===== config.mk =====
export PLATFORM = sky130hd
export DESIGN_NAME = tcw_front_flat
export DESIGN_NICKNAME = d
export VERILOG_FILES = /design/src/design/tcw_pkg.sv /design/src/design/tcw_if.sv /design/src/design/tcw_front.sv /design/src/flat_wrapper.sv
export SDC_FILE = /design/constraint.sdc
export NUM_CORES = 1
export LEC_CHECK = 0
export CAP_MARGIN = 15
export CORE_MARGIN = 2
export CORE_UTILIZATION = 25
export CTS_BUF_LIST = sky130_fd_sc_hd__clkbuf_2 sky130_fd_sc_hd__clkbuf_4 sky130_fd_sc_hd__clkbuf_8
export CTS_CLUSTER_DIAMETER = 30
export DETAILED_ROUTE_END_ITERATION = 12
export DONT_BUFFER_PORTS = 1
export PLACE_DENSITY = 0.39
export SYNTH_ARGS = -nofsm -noshare
export SYNTH_HDL_FRONTEND = slang
export SYNTH_SLANG_ARGS = --single-unit

===== constraint.sdc =====
create_clock -name clk -period 2.1 [get_ports clk]
set_input_delay 0.105 -clock clk [delete_from_list [all_inputs] [get_ports clk]]
set_output_delay 0.105 -clock clk [all_outputs]
set_load 0.02 [all_outputs]

===== src/design/tcw_pkg.sv =====
// Shared types and constants for the text console writer.
// Holds function/operation codes, the back-end state type and the command word.
// No dependencies.
`timescale 1ns / 1ps

package tcw_pkg;

    // Request function selector
    typedef enum logic [1:0] {
        FN_PUT   = 2'd0,
        FN_CLEAR = 2'd1,
        FN_READ  = 2'd2
    } tcw_func_t;

    // Classified operation handed from the front end to the back end
    typedef enum logic [2:0] {
        OP_PRINT = 3'd0,
        OP_BKSP  = 3'd1,
        OP_TAB   = 3'd2,
        OP_CR    = 3'd3,
        OP_LF    = 3'd4,
        OP_CLEAR = 3'd5,
        OP_READ  = 3'd6,
        OP_NOP   = 3'd7
    } tcw_op_t;

    // Back-end sequencer states
    typedef enum logic [2:0] {
        ST_INIT,
        ST_IDLE,
        ST_WRITE,
        ST_SCROLL,
        ST_CLEAR,
        ST_READ_WAIT,
        ST_RESULT
    } tcw_state_t;

    // Command queued between front and back
    typedef struct packed {
        tcw_op_t     op;
        logic [15:0] word;   // attribute and character for a print
        logic [10:0] index;  // linear cell address for a read
    } tcw_cmd_t;

    // Character codes
    localparam logic [7:0] CHR_BS    = 8'h08;
    localparam logic [7:0] CHR_TAB   = 8'h09;
    localparam logic [7:0] CHR_LF    = 8'h0A;
    localparam logic [7:0] CHR_CR    = 8'h0D;
    localparam logic [7:0] CHR_SPACE = 8'h20;
    localparam logic [7:0] CHR_DEL   = 8'h7F;

    // White-on-black space
    localparam logic [15:0] BLANK_CELL = 16'h0F20;

    // Command queue depth
    localparam int QUEUE_DEPTH = 2;

endpackage


===== src/design/tcw_if.sv =====
// Valid/ready channel interfaces for the text console writer.
// tcw_req_if carries requests, tcw_rsp_if carries results. No dependencies.
`timescale 1ns / 1ps

interface tcw_req_if;
    logic        valid;
    logic        ready;
    logic [1:0]  func;
    logic [7:0]  char_code;
    logic [3:0]  back_color;
    logic [3:0]  fore_color;
    logic [10:0] cell_index;

    modport source (output valid, func, char_code, back_color, fore_color, cell_index,
                    input ready);
    modport sink   (input valid, func, char_code, back_color, fore_color, cell_index,
                    output ready);
    modport mon    (input valid, ready, func, char_code, back_color, fore_color,
                    cell_index);
endinterface



===== src/design/tcw_front.sv =====
// Front end: accepts request transactions, classifies them into commands
// and holds them in a short queue. Depends on tcw_pkg and tcw_if.
`timescale 1ns / 1ps

module tcw_front (
    input  logic              clk,
    input  logic              rst_n,
    tcw_req_if.sink           request,
    input  logic              init_busy,
    output logic              cmd_valid,
    output tcw_pkg::tcw_cmd_t cmd,
    input  logic              cmd_ready
);

    localparam int PW = $clog2(tcw_pkg::QUEUE_DEPTH);
    localparam int NW = $clog2(tcw_pkg::QUEUE_DEPTH + 1);
    localparam logic [NW-1:0] FULL_COUNT = NW'(tcw_pkg::QUEUE_DEPTH);
    localparam logic [PW-1:0] LAST_SLOT  = PW'(tcw_pkg::QUEUE_DEPTH - 1);

    tcw_pkg::tcw_cmd_t q_reg [tcw_pkg::QUEUE_DEPTH];
    logic [PW-1:0]     wptr_reg, wptr_next;
    logic [PW-1:0]     rptr_reg, rptr_next;
    logic [NW-1:0]     count_reg, count_next;

    tcw_pkg::tcw_op_t  op;
    tcw_pkg::tcw_cmd_t new_cmd;
    logic              push;
    logic              pop;

    // Classify the incoming request
    always_comb
    begin
        unique case (tcw_pkg::tcw_func_t'(request.func))
            tcw_pkg::FN_PUT:
            begin
                priority if (request.char_code == tcw_pkg::CHR_BS)  op = tcw_pkg::OP_BKSP;
                else if (request.char_code == tcw_pkg::CHR_TAB)     op = tcw_pkg::OP_TAB;
                else if (request.char_code == tcw_pkg::CHR_CR)      op = tcw_pkg::OP_CR;
                else if (request.char_code == tcw_pkg::CHR_LF)      op = tcw_pkg::OP_LF;
                else if (request.char_code >= tcw_pkg::CHR_SPACE &&
                         request.char_code <= tcw_pkg::CHR_DEL)     op = tcw_pkg::OP_PRINT;
                else                                                op = tcw_pkg::OP_NOP;
            end
            tcw_pkg::FN_CLEAR: op = tcw_pkg::OP_CLEAR;
            tcw_pkg::FN_READ:  op = tcw_pkg::OP_READ;
            default:           op = tcw_pkg::OP_NOP;
        endcase
        new_cmd.op    = op;
        new_cmd.word  = {request.back_color, request.fore_color, request.char_code};
        new_cmd.index = request.cell_index;
    end

    // Queue handshake; no intake during the power-up clearing pass
    assign request.ready = (count_reg != FULL_COUNT) && !init_busy;
    assign push          = request.valid && request.ready;
    assign cmd_valid     = (count_reg != '0);
    assign pop           = cmd_valid && cmd_ready;
    assign cmd           = q_reg[rptr_reg];

    // Pointer and fill count update
    always_comb
    begin
        wptr_next  = wptr_reg;
        rptr_next  = rptr_reg;
        count_next = count_reg;
        if (push)
        begin
            wptr_next = (wptr_reg == LAST_SLOT) ? '0 : wptr_reg + 1'b1;
        end
        if (pop)
        begin
            rptr_next = (rptr_reg == LAST_SLOT) ? '0 : rptr_reg + 1'b1;
        end
        if (push && !pop)
        begin
            count_next = count_reg + 1'b1;
        end
        else if (pop && !push)
        begin
            count_next = count_reg - 1'b1;
        end
    end

    always_ff @(posedge clk or negedge rst_n)
    begin
        if (!rst_n)
        begin
            wptr_reg  <= '0;
            rptr_reg  <= '0;
            count_reg <= '0;
        end
        else
        begin
            wptr_reg  <= wptr_next;
            rptr_reg  <= rptr_next;
            count_reg <= count_next;
        end
    end

    // Queue storage
    always_ff @(posedge clk)
    begin
        if (push)
        begin
            q_reg[wptr_reg] <= new_cmd;
        end
    end

endmodule


===== src/flat_wrapper.sv =====
// flat-port wrapper written by rule: the top's interface ports become plain ports
module tcw_front_flat 
  (clk, rst_n, init_busy, cmd_valid, cmd, cmd_ready, request_valid, request_func, request_char_code, request_back_color, request_fore_color, request_cell_index, request_ready);
  tcw_req_if request_i ();
  input  logic clk;
  input  logic rst_n;
  input  logic init_busy;
  output logic cmd_valid;
  output tcw_pkg::tcw_cmd_t cmd;
  input  logic cmd_ready;
  input wire logic [$bits(request_i.valid)-1:0] request_valid;
  input wire logic [$bits(request_i.func)-1:0] request_func;
  input wire logic [$bits(request_i.char_code)-1:0] request_char_code;
  input wire logic [$bits(request_i.back_color)-1:0] request_back_color;
  input wire logic [$bits(request_i.fore_color)-1:0] request_fore_color;
  input wire logic [$bits(request_i.cell_index)-1:0] request_cell_index;
  output wire logic [$bits(request_i.ready)-1:0] request_ready;
  assign request_i.valid = request_valid;
  assign request_i.func = request_func;
  assign request_i.char_code = request_char_code;
  assign request_i.back_color = request_back_color;
  assign request_i.fore_color = request_fore_color;
  assign request_i.cell_index = request_cell_index;
  assign request_ready = request_i.ready;
  tcw_front u_core (.clk(clk), .rst_n(rst_n), .request(request_i), .init_busy(init_busy), .cmd_valid(cmd_valid), .cmd(cmd), .cmd_ready(cmd_ready));
endmodule

# Word level (Yosys, flattened, before mapping)
# Memory sizes are Yosys's and may differ from the RTL's.
# Cells that the tools add are included.
[classes] bitwise=0 n_addsub=4 mul=0 n_shift=0 div_mod_pow=0 n_eq_ne=7 n_reduce_logical=12 n_lt_le_gt_ge=2 muxes=12
[op_table] operator="$eq A8 B4 Y1 const B" count=4
[op_table] operator="$mux W3" count=5
[op_table] operator="$pmux W3 S3" count=1
[op_table] operator="$ge A8 B6 Y1 const B" count=1
[op_table] operator="$le A8 B7 Y1 const B" count=1
[op_table] operator="$logic_and A1 B1 Y1" count=6
[op_table] operator="$mux W1" count=4
[op_table] operator="$mux W2" count=2
[op_table] operator="$reduce_bool A2 Y1" count=2
[op_table] operator="$logic_not A1 Y1" count=3
[op_table] operator="$add A1 B1 Y1 const B" count=2
[op_table] operator="$add A2 B1 Y2 const B" count=1
[op_table] operator="$eq A2 B1 Y1 const B" count=1
[op_table] operator="$eq A2 B2 Y1 const B" count=1
[op_table] operator="$logic_not A2 Y1" count=1
[op_table] operator="$ne A2 B2 Y1 const B" count=1
[op_table] operator="$sub A2 B1 Y2 const B" count=1
[totals] latchBits=0 n_memories=1 reg_bits=4 inputBits=34 mem_bits_rw=60 rom_bits=0
[memory_table] memory="u_core.q_reg" depth=2 width=30 read_ports=1 rd_ports_with_merged_regs=0 write_ports=1 line="tcw_front.sv:20" text="tcw_pkg::tcw_cmd_t q_reg [tcw_pkg::QUEUE_DEPTH];"

# Longest topological paths before layout
# Gate-level depths: netlist (run 1).
[logic_depth] word_depth=8 depth_mapped=7 mapped_depth_nobuf=7

# Worst setup path before layout (run 1)
# OpenSTA, ideal clock, no wires.
[synth_timing] kind="register to register" from="reg u_core.count_reg[1]" to="mem u_core.q_reg[0][0] (netlist name) (enable)" arrival_ns=1.876 path_buffers=0 stages_incl_launch_ff=4 setup_time_ns=0.417 path_slack_ns=-0.193 path_cell_list="dfrtp_1 -> inv_1 -> o211ai_1 -> nor2_1"
[synth_between] elab_chain_len=5
[synth_rtl] element="start, declared" line="tcw_front.sv:23" text="logic [NW-1:0] count_reg, count_next;"
[synth_rtl] element="start signal, assigned" line="tcw_front.sv:96" text="count_reg <= count_next;"
[synth_rtl] element="$ne A2 B2 Y1" line="tcw_front.sv:54" text="assign request.ready = (count_reg != FULL_COUNT) && !init_busy;"
[synth_rtl] element="$logic_and A1 B1 Y1" line="tcw_front.sv:54"
[synth_rtl] element="$logic_and A1 B1 Y1" line="tcw_front.sv:55" text="assign push = request.valid && request.ready;"
[synth_rtl] element="$mux W1" line="tcw_front.sv:103" text="if (push)"
[synth_rtl] element="$mux W1 (not written as such)" line="tcw_front.sv:105" text="q_reg[wptr_reg] <= new_cmd;"
[synth_rtl] element="end, declared" line="tcw_front.sv:20"
# No other way between the ends.

==> impl_metrics.env, run 1 <==
export IMPL_diodes=0
export IMPL_place_hpwl_um=3110
export IMPL_grt_pass1_wl_um=7560
export IMPL_fp_row_count=36
export IMPL_synth_cells=135
export IMPL_dr_pass1_iters=4
export IMPL_cpPeakStageDelay_ns=0.46
export IMPL_design_area_sq_um=3240
export IMPL_hold_path_class="input port to flip-flop"
export IMPL_grtUsageTotal_pct=9.36
export IMPL_totalWireLength_um=4760
export IMPL_path_buf_inv=1
export IMPL_fin_crit_sh_pct=79.3
export IMPL_drt_iter0_markers=41
export IMPL_clock_root_buffer="clkbuf_8"
export IMPL_worst_slew_pin_slew_ns=0.470
export IMPL_register_area_sq_um=1900
export IMPL_status="finished, final reports clean"
export IMPL_cts_htree_levels=3
export IMPL_ys_ff_latch=64
export IMPL_rsz0062_at_grt="false"
export IMPL_reg2regPathDepth=6
export IMPL_cp_num_cells=2
export IMPL_clkTransAtPathRegs_ns=0.07
export IMPL_dp_cells=268
export IMPL_die_h_um=104
export IMPL_worstPathMaxFanout=30
export IMPL_fin_crit_ns=1.67
export IMPL_synth_async_reset_ratio_pct=6.25
export IMPL_ys_flop_type="edfxtp_1"
export IMPL_numClockSinks=64
export IMPL_cp_start_kind="flip-flop"
export IMPL_leakage_nw=1.09
export IMPL_grt_overflow=0
export IMPL_globalplace_congestion=0.684
export IMPL_clock_skew_final_ns=0.00535
export IMPL_end_kind="output pin"
export IMPL_required_ns=2.00
export IMPL_grt_max_degree=31
export IMPL_final_cells=313
export IMPL_antenna_found_initial=0
export IMPL_drv_cap=0
export IMPL_drt_wirelength_per_cell_um=15.2
export IMPL_path_delay_family="multiplexers"
export IMPL_drcViolationCount=0
export IMPL_io_pins=66
export IMPL_dieArea_sq_um=10900
export IMPL_layout_drive_gt1_share_pct=30.0
export IMPL_syn_to_final_growth_pct=28.9
export IMPL_grt_pass1_vias=1450
export IMPL_die_x_um=104
export IMPL_synth_edf_count=60
export IMPL_fillers=957
export IMPL_hold_viol=0
export IMPL_syn_area_per_cell_sq_um=18.6
export IMPL_arrival_ns=1.56
export IMPL_fin_setup_tns_ns=0
export IMPL_ir_drop_mv=0.350
export IMPL_ant_nets=0
export IMPL_totalPowerFinal_mw=4.00
export IMPL_critical_path_class="flip-flop to output pin"
export IMPL_slowest_stage="mux2_2"
export IMPL_syn_area_sq_um=2510
export IMPL_insertion_delay_ns=0.33
export IMPL_maxSlewViolCount=0
export IMPL_multi_input_area_sq_um=583
export IMPL_final_setup_viol_count=0
export IMPL_ys_types=24
export IMPL_maxSlewHeadroom_pct=68.6
export IMPL_dpl_cell_area_sq_um=2710
export IMPL_fmax_ghz=0.601
export IMPL_largest_reg_flops=60
export IMPL_min_path_cells=1
export IMPL_powerDensity_nw_per_um2=1240
export IMPL_numCtsBuffers=9
export IMPL_clk_path_buf_depth=2
export IMPL_cts_tree="built"
export IMPL_cts_setup_buffers=0
export IMPL_start_util_pct=25.7
export IMPL_core_area_sq_um=9770
export IMPL_io_buffer_count=0
export IMPL_crit_chain="buf_4, mux2_2"
export IMPL_viasPerCell=4.11
export IMPL_ys_seq_area_share_pct=75.6
export IMPL_postSynthNetCount=172
export IMPL_via_count=1285
export IMPL_final_nets=212
export IMPL_yosys_warnings=0
==> logic make-up (layout without fill, tap and decap cells) <==
group           Yosys count  in the layout  share of synthesized area [%]
compound gates           11             11                           3.03
buf+inv                   9             54                           1.49
mux                      30             30                           13.4
flops                    64             64                           75.6
xor+xnor                  5              5                           1.74
fa+ha+maj                 3              3                           1.49
simple gates             13             13                           3.18
==> layout make-up <==
class,instances,area share (%)
clock inverters,7,3.67
flip-flops and latches,64,58.7
multi-input cells,62,18.0
inverters,6,0.695
repair buffers,32,10.0
well taps,133,5.13
clock buffers,9,3.82
==> per-layer routing <==
metal  vias to the layer above  wire length, um  global-route usage (%)
met1                       634             1750                    8.92
met5                         -                0                       0
met4                         0              126                    5.50
met3                        12              307                    4.51
met2                        44             2580                    16.3
li1                        595                -                       -
==> worst paths after layout <==
path	endpoint	start	slack, ns
setup / recovery	cmd[27]	u_core.rptr_reg	0.43
hold / removal	u_core.q_reg[1][28]	request_func[1]	0.03
setup reg to reg	u_core.count_reg[1]	u_core.count_reg[0]	0.46
hold reg to reg	u_core.rptr_reg	u_core.rptr_reg	0.50
max in group asynchronous	u_core.rptr_reg	rst_n	1.90
min in group asynchronous	u_core.count_reg[1]	rst_n	0.04
==> where the power goes <==
part | switching [mW] | internal, mW
sequential | 0.0679 | 1.60
combinational | 0.675 | 0.397
clock | 0.472 | 0.790
total | 1.21 | 2.79
==> cells in the final DEF, fill, tap and decap left out, drive strengths merged, types with 2 or more instances in the layout <==
cell type    instances
nor2                 5
xnor2                4
o31ai                2
edfxtp              60
clkbuf               9
inv                  7
or4b                 2
o21ai                2
bufinv               3
dfrtp                4
mux2                30
clkinvlp             2
a21oi                3
dlygate4sd3         29
buf                  3
ha                   3
nor3                 2
==> cells in the mapped netlist (all sizes together), types with 2 or more instances <==
master / count / area (sq um)
mux2: 30 / 338
o21ai: 2 / 10.0
o31ai: 2 / 15.0
a21oi: 3 / 15.0
or4b: 2 / 23.8
buf: 3 / 15.0
dfrtp: 4 / 100
ha: 3 / 37.5
xnor2: 4 / 35.0
nor2: 5 / 18.8
inv: 6 / 22.5
nor3: 2 / 15.0
edfxtp: 60 / 1800
==> per-stage QoR <==
step / util, % / hold WS (ns) / setup WS (ns)
3_3_place_gp: 27.7 / -0.190 / 0.585
5_1_grt: 33.2 / 0.00919 / 0.299
6_report: 33.2 / 0.0305 / 0.435
2_1_floorplan: - / -0.191 / 0.200
4_1_cts: 33.2 / 0.0113 / 0.364
3_5_place_dp: 27.7 / -0.191 / 0.461
==> what timing repair did <==
item | 4_1_cts | 5_1_grt
endpoints found under the setup margin | 0 | 0
hold endpoints to repair | 59 | 0
hold buffers | 29 | 0
resized for setup | 0 | 0
No activity file was read; power rests on OpenSTA's default activity.
==> run 2: changes to the inputs <==
==> constraint.sdc (replaced) <==
create_clock -name clk -period 1.4 [get_ports clk]
set_input_delay 0.07 -clock clk [delete_from_list [all_inputs] [get_ports clk]]
set_output_delay 0.07 -clock clk [all_outputs]
set_load 0.02 [all_outputs]
==> impl_metrics.env, run 2 (same netlist as run 1, synthesis figures left out) <==
export IMPL_final_setup_viol_count=56
export IMPL_status="finished, violations left"
export IMPL_grt_overflow=0
export IMPL_clock_skew_final_ns=0.00338
export IMPL_arrival_ns=1.41
export IMPL_end_kind="output pin"
export IMPL_rrSetupSlack_ns=-0.04
export IMPL_fin_crit_sh_pct=106
export IMPL_min_from="request_func[1]"
export IMPL_diodes=0
export IMPL_fin_util_pct=37.2
export IMPL_design_area_sq_um=3630
export IMPL_totalWireLength_um=5500
export IMPL_rsz0062_at_grt="true"
export IMPL_die_x_um=104
export IMPL_globalplace_congestion=0.720
export IMPL_grt_max_degree=21
export IMPL_critical_path_class="flip-flop to output pin"
export IMPL_timing_rr_end="u_core.count_reg[1]"
export IMPL_largest_reg_flops=60
export IMPL_via_count=1416
export IMPL_io_buffer_count=0
export IMPL_required_ns=1.33
export IMPL_worstHoldEndpoint="u_core.q_reg[1][27]"
export IMPL_antenna_found_initial=0
export IMPL_die_h_um=104
export IMPL_numClockSinks=64
export IMPL_dr_pass1_iters=4
export IMPL_drt_iter0_markers=42
export IMPL_cts_htree_levels=3
export IMPL_cp_start_kind="flip-flop"
export IMPL_fin_crit_ns=1.48
export IMPL_grt_pass1_vias=1515
export IMPL_layout_drive_gt1_share_pct=38.0
export IMPL_ir_drop_mv=0.904
export IMPL_io_pins=66
export IMPL_reg2regPathDepth=6
export IMPL_worst_slew_pin_slew_ns=0.340
export IMPL_maxSlewViolCount=0
export IMPL_final_nets=232
export IMPL_violations="negative setup slack"
export IMPL_leakage_nw=1.35
export IMPL_worstPathMaxFanout=7
export IMPL_syn_to_final_growth_pct=44.4
export IMPL_numCtsBuffers=9
export IMPL_dieArea_sq_um=10900
export IMPL_layout_setup_ws_ns=-0.0798
export IMPL_powerDensity_nw_per_um2=1900
export IMPL_drv_cap=0
export IMPL_cts_tree="built"
export IMPL_hold_viol=0
export IMPL_hold_slack_ns=0.0550
export IMPL_grtUsageTotal_pct=10.4
export IMPL_viasPerCell=4.25
export IMPL_min_path_cells=3
export IMPL_insertion_delay_ns=0.34
export IMPL_layout_common_cells="edfxtp_1, dlygate4sd3_1, mux2_4"
export IMPL_grt_pass1_wl_um=8210
export IMPL_drt_wirelength_per_cell_um=16.5
export IMPL_reg2reg_from="u_core.count_reg[0]"
export IMPL_clock_root_buffer="clkbuf_8"
export IMPL_final_common_cell="edfxtp_1"
export IMPL_clkTransAtPathRegs_ns=0.07
export IMPL_totalPowerFinal_mw=6.92
export IMPL_dpl_cell_area_sq_um=2840
export IMPL_clk_path_buf_depth=2
export IMPL_drcViolationCount=0
export IMPL_fillers=897
export IMPL_hold_path_class="input port to flip-flop"
export IMPL_register_area_sq_um=1900
export IMPL_multi_input_area_sq_um=713
export IMPL_fp_row_count=36
export IMPL_place_hpwl_um=3430
export IMPL_start_util_pct=25.7
export IMPL_maxSlewHeadroom_pct=77.2
export IMPL_core_area_sq_um=9770
export IMPL_fmax_ghz=0.676
export IMPL_ant_nets=0
## run 2: what timing repair did
action / in CTS / in global routing
setup buffers: 3 / 3
setup endpoints to repair: 29 / 61
gates cloned: 2 / 0
hold buffers: 32 / 0
pin swaps: 3 / 3
endpoints found under the hold margin: 63 / 0
gates resized for setup: 34 / 6
## run 2: metal layers
| layer | share of wire (%) | vias to the layer above | track usage (%) | routed length, um |
|---|---|---|---|---|
| li1 | - | 641 | - | - |
| met1 | 38 | 714 | 10.7 | 2090 |
| met2 | 54 | 51 | 18.2 | 2970 |
| met3 | 6.2 | 10 | 4.39 | 340 |
| met4 | 1.8 | 0 | 5.21 | 99 |
| met5 | 0 | - | 0 | 0 |
## run 2: final cells by class
| type | count | share of cell area [%] |
|---|---|---|
| clock buffers | 10 | 3.62 |
| clock inverters | 6 | 2.96 |
| inverters | 6 | 0.620 |
| multi-input cells | 62 | 19.6 |
| flip-flops and latches | 64 | 52.4 |
| well taps | 133 | 4.58 |
| repair buffers | 52 | 16.2 |
## run 2: worst max-delay path by stage
| stage | cells after the start | slack (ns) | startpoint | endpoint |
|---|---|---|---|---|
| after detailed placement | 6 | -0.05 | u_core.count_reg[0] | u_core.count_reg[1] |
| after global routing | 6 | -0.17 | u_core.count_reg[0] | u_core.count_reg[1] |
| after CTS | 3 | -0.1 | u_core.rptr_reg | cmd[18] |
| after global placement | 6 | 0.02 | u_core.count_reg[0] | u_core.count_reg[1] |
| after floorplan | 2 | -0.09 | u_core.count_reg[0] | u_core.q_reg[0][0] |
| final | 3 | -0.08 | u_core.rptr_reg | cmd[9] |
## run 2: power by group
part           switching [mW]  internal [mW]  leakage [nW]
Combinational            1.22           1.28         0.636
Sequential              0.126           2.41         0.593
Clock                   0.687           1.20         0.120
Total                    2.03           4.88          1.35
## run 2: worst max-delay path, cell delays in order, from the launching register on
cell and delay (ns):
dfrtp_2 0.44, buf_12 0.15, buf_16 0.14, mux2_4 0.34
## run 2: through the flow
step                      setup TNS, ns  cells  worst slack [ns]
after floorplan                   -2.86    135           -0.0929
after CTS                         -2.67    331           -0.0986
after detailed placement        -0.0481    278           -0.0481
final                             -1.52    333           -0.0798
after global routing              -7.03    333            -0.166
after global placement                0    278            0.0199
==> run 3: changes to the inputs <==
--- a/config.mk
+++ b/config.mk
@@ -5,14 +5,14 @@
 export SDC_FILE = /design/constraint.sdc
 export NUM_CORES = 1
 export LEC_CHECK = 0
+export BUFFER_PORTS_ARGS = -buffer_cell sky130_fd_sc_hd__buf_2
 export CAP_MARGIN = 15
 export CORE_MARGIN = 2
 export CORE_UTILIZATION = 25
 export CTS_BUF_LIST = sky130_fd_sc_hd__clkbuf_2 sky130_fd_sc_hd__clkbuf_4 sky130_fd_sc_hd__clkbuf_8
 export CTS_CLUSTER_DIAMETER = 30
 export DETAILED_ROUTE_END_ITERATION = 12
-export DONT_BUFFER_PORTS = 1
-export PLACE_DENSITY = 0.39
+export PLACE_DENSITY = 0.44
 export SYNTH_ARGS = -nofsm -noshare
 export SYNTH_HDL_FRONTEND = slang
 export SYNTH_SLANG_ARGS = --single-unit
==> impl_metrics.env, run 3 (same netlist as run 1, synthesis figures left out) <==
export IMPL_status="finished, violations left"
export IMPL_violations="negative setup slack"
export IMPL_numCtsBuffers=9
export IMPL_start_util_pct=25.7
export IMPL_dr_pass1_iters=4
export IMPL_io_pins=66
export IMPL_via_count=1562
export IMPL_layout_setup_ws_ns=-0.138
export IMPL_largest_reg_flops=60
export IMPL_min_path_cells=1
export IMPL_cp_start_kind="flip-flop"
export IMPL_grtUsageTotal_pct=10.1
export IMPL_drv_cap=0
export IMPL_cts_htree_levels=3
export IMPL_totalPowerFinal_mw=6.45
export IMPL_rrSetupSlack_ns=0.03
export IMPL_final_cells=384
export IMPL_clk_path_buf_depth=2
export IMPL_syn_to_final_growth_pct=47.2
export IMPL_final_setup_viol_count=30
export IMPL_clock_root_buffer="clkbuf_8"
export IMPL_rsz0062_at_grt="true"
export IMPL_dieArea_sq_um=10900
export IMPL_reg2regPathDepth=6
export IMPL_powerDensity_nw_per_um2=1740
export IMPL_required_ns=1.33
export IMPL_grt_pass1_vias=1651
export IMPL_hold_viol=0
export IMPL_min_from="request_char_code[0]"
export IMPL_dp_slack_ns=-0.0194
export IMPL_layout_common_cells="edfxtp_1, buf_2, mux2_2"
export IMPL_end_kind="output pin"
export IMPL_viasPerCell=4.07
export IMPL_drt_iter0_markers=68
export IMPL_final_common_cell="edfxtp_1"
export IMPL_worstPathMaxFanout=11
export IMPL_globalplace_congestion=0.721
export IMPL_die_h_um=104
export IMPL_top_usage_layer="met2"
export IMPL_insertion_delay_ns=0.33
export IMPL_drt_wirelength_per_cell_um=13.9
export IMPL_numClockSinks=64
export IMPL_grt_max_degree=24
export IMPL_hold_slack_ns=0.0142
export IMPL_cts_tree="built"
export IMPL_clock_skew_final_ns=0.00640
export IMPL_fin_crit_sh_pct=110
export IMPL_final_nets=283
export IMPL_grtUsageMet3_pct=3.26
export IMPL_maxSlewViolCount=0
export IMPL_ant_nets=0
export IMPL_drcViolationCount=0
export IMPL_antenna_found_initial=0
export IMPL_hold_path_class="input port to flip-flop"
export IMPL_fin_util_pct=37.9
export IMPL_fin_crit_ns=1.54
export IMPL_maxSlewHeadroom_pct=77.0
export IMPL_totalWireLength_um=5330
export IMPL_ir_drop_mv=0.909
export IMPL_clkTransAtPathRegs_ns=0.07
export IMPL_timing_rr_end="u_core.count_reg[1]"
export IMPL_core_area_sq_um=9770
export IMPL_leakage_nw=1.39
export IMPL_grt_pass1_wl_um=8310
export IMPL_use_met2_pct=16.0
export IMPL_worst_slew_pin_slew_ns=0.342
export IMPL_reg2reg_from="u_core.count_reg[0]"
export IMPL_arrival_ns=1.47
export IMPL_grt_overflow=0
export IMPL_diodes=0
export IMPL_dp_cells=339
export IMPL_worstHoldEndpoint="u_core.q_reg[1][11]"
export IMPL_fp_row_count=36
export IMPL_dpl_cell_area_sq_um=3140
export IMPL_layout_drive_gt1_share_pct=53.8
export IMPL_grt_use_met1_pct=12.1
export IMPL_place_hpwl_um=3370
export IMPL_io_buffer_count=65
export IMPL_fmax_ghz=0.650
export IMPL_critical_path_class="flip-flop to output pin"
export IMPL_fillers=964
export IMPL_die_x_um=104
export IMPL_design_area_sq_um=3700
export IMPL_fin_setup_tns_ns=-3.58
[run 3: cell types whose count changed in the layout (fill, tap and decap cells not counted), sizes merged]
cell         before  now
buf              20   75
bufinv            3    1
clkinv            2    4
clkinvlp          1    2
dlygate4sd3      32   27
[run 3: routing by layer]
layer	part of all wire [%]	vias up
met4	1.1	0
met2	50	39
li1	-	743
met3	4.9	6
met5	0	-
met1	44	774
[run 3: critical path, stage by stage, from the launching register on]
cell	delay (ns)
dfrtp_2	0.45
clkbuf_16	0.19
mux2_2	0.33
buf_2	0.16
[run 3: final cells by class]
cell class                 count  area (sq um)  area share (%)
multi-input combinational     62           607            16.4
sequential                    64          1900            51.4
tap                          133           166            4.50
clock inverter                 7          72.6            1.96
clock buffer                   9           124            3.35
inverter                       6          22.5           0.609
timing repair buffer         103           806            21.8
[run 3: what timing repair did]
action | 4_1_cts | 5_1_grt
setup buffers | 1 | 1
hold buffers | 27 | 0
endpoints found under the setup margin | 31 | 61
endpoints found under the hold margin | 56 | 0
gates cloned | 0 | 1
pin swaps | 1 | 3
resized for setup | 8 | 14
[run 3: how the worst max path moves through the flow]
stage                         from                   to  slack (ns)  cells after the start
2_1_floorplan  u_core.count_reg[0]   u_core.q_reg[0][0]       -0.09                      2
3_3_place_gp   u_core.count_reg[0]  u_core.count_reg[1]       0.002                      6
5_1_grt            u_core.rptr_reg              cmd[27]       -0.20                      3
3_5_place_dp   u_core.count_reg[0]  u_core.count_reg[1]       -0.02                      6
6_report           u_core.rptr_reg              cmd[27]       -0.14                      3
4_1_cts            u_core.rptr_reg              cmd[12]       -0.18                      3
[run 3: power by group]
| part | switching (mW) | total [mW] | internal (mW) |
|---|---|---|---|
| logic | 1.20 | 2.38 | 1.18 |
| registers | 0.111 | 2.52 | 2.40 |
| clock network | 0.728 | 1.55 | 0.821 |
